File: src/hdl/tdct_pkg.sv
// Shared types and constants for the triple down counter timer block.
package tdct_pkg;

   localparam int unsigned NumTimers = 3;
   localparam int unsigned CountWidth = 16;
   localparam int unsigned TimerIdxWidth = 2;

   localparam logic [CountWidth-1:0] ReloadResetValue = 16'hffff;
   localparam logic [CountWidth-1:0] LowByteMask = 16'h00ff;
   localparam logic [CountWidth-1:0] HighByteMask = 16'hff00;

   typedef enum logic [1:0] {
      ACT_WRITE = 2'd0,
      ACT_READ  = 2'd1,
      ACT_TICK  = 2'd2
   } action_type;

   typedef struct packed {
      action_type action;
      logic [2:0] reg_index;
      logic [7:0] write_data;
   } req_type;

   typedef struct packed {
      logic [2:0] irq_flags;
      logic [7:0] read_data;
   } rsp_type;

endpackage

File: src/hdl/tdct_timers.sv
// Counter state of the three timers and the single-pass update for one beat.
module tdct_timers (
   input  logic                clock,
   input  logic                reset,
   input  logic                fire,
   input  tdct_pkg::req_type   req,
   output tdct_pkg::rsp_type   rsp
);

   logic [tdct_pkg::CountWidth-1:0] cnt_ff [tdct_pkg::NumTimers];
   logic [tdct_pkg::CountWidth-1:0] cnt_in [tdct_pkg::NumTimers];
   logic [tdct_pkg::CountWidth-1:0] reload_ff;
   logic [tdct_pkg::CountWidth-1:0] reload_in;
   logic [tdct_pkg::NumTimers-1:0]  stopped_ff;
   logic [tdct_pkg::NumTimers-1:0]  stopped_in;

   logic [tdct_pkg::TimerIdxWidth-1:0] timer;
   logic                               high;
   logic [tdct_pkg::CountWidth-1:0]    byte_word;
   logic [tdct_pkg::CountWidth-1:0]    byte_mask;
   logic [tdct_pkg::CountWidth-1:0]    base;
   logic [tdct_pkg::CountWidth-1:0]    dec;

   assign timer = req.reg_index[2:1];
   assign high  = req.reg_index[0];

   // The written byte placed in its lane, and the mask of the lane that is kept.
   assign byte_word = high ? {req.write_data, 8'h00} : {8'h00, req.write_data};
   assign byte_mask = high ? tdct_pkg::LowByteMask : tdct_pkg::HighByteMask;

   always_comb begin
      cnt_in     = cnt_ff;
      reload_in  = reload_ff;
      stopped_in = stopped_ff;
      rsp        = '0;
      base       = '0;
      dec        = '0;
      case (req.action)
         tdct_pkg::ACT_WRITE: begin
            for (int t = 0; t < tdct_pkg::NumTimers; t++) begin
               if (timer == tdct_pkg::TimerIdxWidth'(t)) begin
                  stopped_in[t] = !high;
                  cnt_in[t]     = (cnt_ff[t] & byte_mask) | byte_word;
               end
            end
            if (timer == '0) begin
               reload_in = (reload_ff & byte_mask) | byte_word;
            end
         end
         tdct_pkg::ACT_READ: begin
            for (int t = 0; t < tdct_pkg::NumTimers; t++) begin
               if (timer == tdct_pkg::TimerIdxWidth'(t)) begin
                  rsp.read_data = high ? cnt_ff[t][15:8] : cnt_ff[t][7:0];
               end
            end
         end
         tdct_pkg::ACT_TICK: begin
            for (int t = 0; t < tdct_pkg::NumTimers; t++) begin
               // Timer 0 reloads before counting when it already sits at zero.
               if (t == 0 && cnt_ff[t] == '0) begin
                  base = reload_ff;
               end else begin
                  base = cnt_ff[t];
               end
               dec = base - 16'd1;
               if (!stopped_ff[t]) begin
                  cnt_in[t]        = dec;
                  rsp.irq_flags[t] = (dec == '0);
               end
            end
         end
         default: begin
         end
      endcase
   end

   always_ff @(posedge clock) begin
      if (reset) begin
         for (int t = 0; t < tdct_pkg::NumTimers; t++) begin
            cnt_ff[t] <= '0;
         end
         reload_ff  <= tdct_pkg::ReloadResetValue;
         stopped_ff <= '0;
      end else if (fire) begin
         cnt_ff     <= cnt_in;
         reload_ff  <= reload_in;
         stopped_ff <= stopped_in;
      end
   end

   a_irq_only_on_tick: assert property (@(posedge clock) disable iff (reset)
      (req.action != tdct_pkg::ACT_TICK) |-> (rsp.irq_flags == '0))
      else $error("interrupt flag raised on a beat that is not a tick");

   a_low_write_stops: assert property (@(posedge clock) disable iff (reset)
      (fire && req.action == tdct_pkg::ACT_WRITE && !high && timer < tdct_pkg::NumTimers)
      |=> stopped_ff[$past(timer)])
      else $error("low byte write did not stop its timer");

   a_stopped_holds: assert property (@(posedge clock) disable iff (reset)
      (fire && req.action == tdct_pkg::ACT_TICK && stopped_ff[2])
      |=> $stable(cnt_ff[2]))
      else $error("stopped timer 2 changed on a tick");

   a_read_keeps_state: assert property (@(posedge clock) disable iff (reset)
      (fire && req.action == tdct_pkg::ACT_READ) |=> $stable(reload_ff))
      else $error("reload value changed on a read");

endmodule

File: src/hdl/triple_down_counter_timers.sv
// Top level of the three down counter timers with request and response registers.
//
//  Channel | Direction | Payload
//  req     | in        | tuser: action[1:0]; tdata: reg_index[2:0], write_data[10:3]
//  rsp     | out       | tdata: read_data[7:0], irq_flags[10:8]
//
// A beat passes through the request register and then the response register before its
// response can be taken; a new beat is taken every cycle while the response side does not stall.
// Counter state updates at the edge where a beat moves into the response register, so
// back-to-back beats always see each other's effects.
// Synchronous reset clears counters, stop bits and valid flags and sets reload to all ones.
// A stalled response side holds the request register once it fills, and req_tready drops.
module triple_down_counter_timers (
   input  logic        clock,
   input  logic        reset,
   input  logic        req_tvalid,
   output logic        req_tready,
   input  logic [1:0]  req_tuser,   // action[1:0]
   input  logic [15:0] req_tdata,   // reg_index[2:0], write_data[10:3], zero[15:11]
   output logic        rsp_tvalid,
   input  logic        rsp_tready,
   output logic [15:0] rsp_tdata    // read_data[7:0], irq_flags[10:8], zero[15:11]
);

   tdct_pkg::req_type req_ff;
   tdct_pkg::req_type req_in;
   logic              req_valid_ff;
   tdct_pkg::rsp_type rsp_ff;
   tdct_pkg::rsp_type rsp_in;
   logic              rsp_valid_ff;

   logic req_fire;
   logic advance;

   // The request register moves on whenever the response register is empty or drains.
   assign advance    = req_valid_ff && (!rsp_valid_ff || rsp_tready);
   assign req_tready = !req_valid_ff || advance;
   assign req_fire   = req_tvalid && req_tready;

   assign req_in.action     = tdct_pkg::action_type'(req_tuser);
   assign req_in.reg_index  = req_tdata[2:0];
   assign req_in.write_data = req_tdata[10:3];

   tdct_timers u_timers (
      .clock (clock),
      .reset (reset),
      .fire  (advance),
      .req   (req_ff),
      .rsp   (rsp_in)
   );

   always_ff @(posedge clock) begin
      if (reset) begin
         req_valid_ff <= 1'b0;
         rsp_valid_ff <= 1'b0;
      end else begin
         if (req_tready) begin
            req_valid_ff <= req_tvalid;
         end
         if (advance) begin
            rsp_valid_ff <= 1'b1;
         end else if (rsp_tready) begin
            rsp_valid_ff <= 1'b0;
         end
      end
   end

   always_ff @(posedge clock) begin
      if (req_fire) begin
         req_ff <= req_in;
      end
      if (advance) begin
         rsp_ff <= rsp_in;
      end
   end

   assign rsp_tvalid = rsp_valid_ff;
   assign rsp_tdata  = {5'd0, rsp_ff.irq_flags, rsp_ff.read_data};

   a_not_ready_means_full: assert property (@(posedge clock) disable iff (reset)
      !req_tready |-> (req_valid_ff && rsp_valid_ff))
      else $error("request side stalled with room in the pipeline");

   a_advance_fills_rsp: assert property (@(posedge clock) disable iff (reset)
      advance |=> rsp_valid_ff)
      else $error("beat left the request register but no response appeared");

   a_stall_holds_req: assert property (@(posedge clock) disable iff (reset)
      (req_valid_ff && !advance) |=> (req_valid_ff && $stable(req_ff)))
      else $error("waiting request was lost or overwritten");

endmodule

File: config.mk
export PLATFORM = sky130hd
export DESIGN_NAME = triple_down_counter_timers
export DESIGN_NICKNAME = d
export VERILOG_FILES = /design/src/hdl/tdct_pkg.sv /design/src/hdl/tdct_timers.sv /design/src/hdl/triple_down_counter_timers.sv
export SDC_FILE = /design/constraint.sdc
export NUM_CORES = 1
export LEC_CHECK = 0
export ABC_AREA = 1
export BUFFER_PORTS_ARGS = -buffer_cell sky130_fd_sc_hd__buf_2
export CAP_MARGIN = 5
export CORE_ASPECT_RATIO = 0.7
export CORE_MARGIN = 10
export CORE_UTILIZATION = 45
export DETAILED_ROUTE_END_ITERATION = 12
export PLACE_DENSITY = 0.7
export REMOVE_ABC_BUFFERS = 1
export SYNTH_ARGS = -nofsm -noshare
export SYNTH_HDL_FRONTEND = slang
export SYNTH_SLANG_ARGS = --single-unit
File: constraint.sdc
create_clock -name clock -period 4.6 [get_ports clock]
set_input_delay 0.46 -clock clock [delete_from_list [all_inputs] [get_ports clock]]
set_output_delay 0.46 -clock clock [all_outputs]
set_load 0.02 [all_outputs]
==> metrics.log <==
[metrics] CTS sink count: 93
[metrics] logic depth of the worst register-to-register path: 15
[metrics] Total Die Area: ~0.017 sq mm
[metrics] Global Route Usage Sum: between 15 and 20%
[metrics] most frequent cell on the critical path: nand2_1
[metrics] layout overhead on the synthesized area: 8.73%
[metrics] standard cell area after detailed placement: roughly 0.0057 sq mm
[metrics] share of synthesized flip-flops with an asynchronous set or reset: 0%
[metrics] final cycle utilization of the critical path: between 50% and 60%
[metrics] fraction of post-synthesis cell area in the top cell type by area: 25.0%
[metrics] outcome: completed
[metrics] top cells by area, synth: dfxtp_1 25%, edfxtp_1 13%, nand2_1 12%, o21ai_0 7.0%, inv_1 6.3%
[metrics] met2 track utilization from global routing: between 20% and 30%
[metrics] Syn Std Cell Area: 0.00552 sq mm
[metrics] RSZ-0062 raised after global routing: false
[metrics] sum of negative setup slack: 0 ns
[metrics] overall power consumption: approximately 2200 uW
[metrics] top post-synthesis cells by count: 182 x nand2_1, 92 x inv_1, 88 x nor2_1, 77 x o21ai_0, 69 x dfxtp_1
[metrics] number of CTS-inserted buffers: 9
[metrics] global routing usage on met3: under 10%
[metrics] maximum cell stage delay along the critical path: 0.51 ns
[metrics] post-DP HPWL: 11500 um
[metrics] Hold EP: req_ff[2]
[metrics] clock network latency to the later pin of the worst-skew pair: between 0.3 and 0.4 ns
[metrics] worst setup path category: register to register
[metrics] quantity of I/O buffers inserted on ports: 29
[metrics] starting density of the core: between 40% and 50%
[metrics] path class of the lowest-slack min-delay path: input port to register
[metrics] per-instance average area after synthesis: ~6.9 sq um
[metrics] Yosys Warn Count: 0
[metrics] final setup vio count: 0
[metrics] wire length of the first global-routing pass: 25200 um
[metrics] worst slack after detailed placement: between 1.5 and 2 ns
[metrics] M1 GR Usage: a little over a quarter
[metrics] share of final-layout standard cells stronger than drive strength 1: about 9%
[metrics] worst clock skew: roughly 0.0067 ns
[metrics] antenna diode instance count: 0
[metrics] Final Hold Viols: 0
[metrics] total wire length: 15600 um
[metrics] number of global-route vias before repair: ~4800
[metrics] routability-driven placement congestion ratio: 0.990
[metrics] proportion of power drawn by the clock network: 34.4%
[metrics] top-level port count: 40
[metrics] clock slew at the register clock pins of the worst setup and hold paths: 0.07 ns
[metrics] total power divided by cell area: between 300 and 400 mW/mm^2
[metrics] TritonCTS clock tree: built
[metrics] fraction of power spent switching nets: between 30% and 40%
[metrics] leading area contributor after synthesis: dfxtp_1
[metrics] Main synth FF type: dfxtp_1
[metrics] Core Util, Final: between 50% and 60%
[metrics] Reg2Reg Setup Slack: between 1.5 and 2 ns
[metrics] number of nets with antenna violations after routing: 0
[metrics] number of synthesized flops with an enable pin: 24
[metrics] Max IR drop VDD: approximately 0.2 mV
[metrics] worst slew pin tran: around 0.91 ns
[metrics] Fillers: ~1200
[metrics] Root Driver: clkbuf_16
[metrics] overall die height: around 110 um
[metrics] Core ar.: 0.0119 sq mm
[metrics] final-report max-slew violation count: 0
[metrics] via density per instance: ~5.5
[metrics] total number of nets in the final design: 836
[metrics] Final Worst Setup Slack: 1.85 ns
[metrics] tightest slew margin relative to the limit: roughly 40%
[metrics] DRC violation count after routing: 0
[metrics] Worst Hold Path Cells: 1
[metrics] vias post-DR: ~5300
[metrics] Data arrival, critical path: slightly below 3 ns
[metrics] required arrival time at the worst endpoint: 4.80 ns
[metrics] Final Critical Period: approximately 2.7 ns
[metrics] Internal Power: approximately 1500 uW
[metrics] sequential fraction of the synthesis area: about two fifths
[metrics] Leakage Power: roughly 0.0027 uW
[metrics] number of antenna violations at the first check in global routing: 0
[metrics] overall overflow remaining after global route: 0
[metrics] number of DRC violations after detailed-routing iteration 0: 601
[metrics] routed len/inst: around 16 um
[metrics] maximum fanout count along the critical path: 26
[metrics] worst hold start: req_tdata[5]
[metrics] Worst path slowest cell: nor2_4
[metrics] pin count of the biggest net entering global routing: 53
[metrics] Reg power frac: between 40% and 50%
[metrics] CTS resizes: 0
[metrics] startpoint kind of the worst setup timing path: register
[metrics] total of hold buffers inserted after clock tree synthesis: 0
[metrics] share of total power in combinational logic: approximately 25%
[metrics] post-CTS setup-driven buffer insertion count: 0
[metrics] highest-utilization routing layer at the global route stage: met1
[metrics] H-tree depth: 3
[metrics] maximum root-to-sink buffer count: 2
[metrics] highest achievable clock rate: between 300 and 400 MHz
[metrics] site row count: 33
[metrics] post-route standard cell area excluding fillers: approximately 0.006 sq mm
[metrics] number of instances in the synthesized netlist: approximately 800
[metrics] Seq cells post-synth: just over 90
[metrics] worst reg2reg path endpoint: rsp_tdata[8]
[metrics] Detailed Routing Iterations Pass 1: 5
[metrics] most frequent cell after synthesis: nand2_1
[metrics] width of the chip: roughly 150 um
[metrics] number of library cell types mapped by synthesis: 40
[metrics] switching component of the power: roughly 760 uW
[metrics] ordered cell list for the critical path: nor2_1 > nand2_1 > nor2_4 > nand2_2 > nand2_1 > nand2_1 > nand2_2 > nor2_4 > nand2_1 > nand2_1 > nor2_1 > nand2_1 > nor2_1 > nand3_1 > nor2_1
[metrics] MaxCap Viol Count: 0
[metrics] Crit. End Element: register
cell families (layout without fill, tap and decap cells):
| family | Yosys count | count (layout) | share of synthesized area (%) |
|---|---|---|---|
| compound gates | 182 | 182 | 18.7 |
| xor+xnor | 20 | 20 | 3.17 |
| fa+ha+maj | 4 | 4 | 0.907 |
| buf+inv | 137 | 147 | 10.5 |
| flops | 93 | 93 | 38.1 |
| other cells | 1 | 5 | 0.0680 |
| simple gates | 364 | 364 | 28.5 |
routing by layer:
layer  vias to the layer above  part of all wire (%)
met5                         -                     0
met4                         0                   1.3
met3                        22                    12
met2                       254                    38
met1                      2353                    49
li1                       2676                     -
critical path, delay by kind of cell, from the launching register on:
| kind | cells | cell delay (ns) |
|---|---|---|
| flops | 1 | 0.37 |
| simple gates | 15 | 2.21 |
power by group through the flow:
| stage | sequential [uW] | combinational (uW) | clock, uW |
|---|---|---|---|
| 6_report | 901 | 559 | 767 |
| 5_1_grt | 904 | 627 | 806 |
| 4_1_cts | 899 | 548 | 771 |
| 3_5_place_dp | 918 | 543 | 0 |
| 3_3_place_gp | 918 | 539 | 0 |
| 2_1_floorplan | 914 | 413 | 0 |
cell type report:
type	instances	area (sq um)	area share, %
multi-input combinational	575	2860	47.6
sequential	93	2100	35.0
inverter	97	364	6.07
clock buffer	10	229	3.82
tap	157	196	3.27
timing repair buffer	34	183	3.04
clock inverter	6	68.8	1.15
layout by cell type, fill, tap and decap left out, types with 2 or more instances in the layout:
master / synthesis / layout
buf_2: 9 / 29
inv_6: 0 / 3
conb_1: 1 / 5
o21ai_0: 77 / 77
o311ai_0: 2 / 2
buf_4: 5 / 5
inv_2: 4 / 4
nor2_4: 3 / 4
nor2_1: 88 / 87
edfxtp_1: 24 / 24
a31oi_1: 36 / 36
a21oi_1: 42 / 42
and2_1: 2 / 2
nand2_1: 182 / 182
xnor2_1: 3 / 3
nand2_2: 6 / 6
nand4_1: 6 / 6
o221ai_1: 3 / 3
or2_2: 2 / 2
nor3_1: 11 / 11
dfxtp_1: 69 / 69
inv_1: 92 / 92
o211ai_1: 19 / 19
ha_1: 4 / 4
nand3b_1: 3 / 3
nand3_1: 46 / 46
clkbuf_16: 0 / 9
nor4_1: 5 / 5
nor2_2: 4 / 4
a221oi_1: 2 / 2
xor2_1: 17 / 17
through the flow:
stage	instances	hold slack, ns
finish	972	0.277
global route	972	0.272
CTS	972	0.274
detailed placement	956	0.455
global placement	956	0.452
floorplan	765	0.430
how the worst max path moves through the flow:
stage | slack, ns | depth (start not counted) | startpoint | endpoint
after detailed placement | 1.86 | 11 | rsp_tready | register
after floorplan | 1.38 | 7 | req_ff[12] | register
after CTS | 1.91 | 15 | register | rsp_tdata[8]
after global routing | 1.54 | 15 | register | rsp_tdata[8]
final | 1.85 | 15 | register | rsp_tdata[8]
after global placement | 1.94 | 11 | rsp_tready | register
Note: power is estimated with default switching activity, not from simulation.
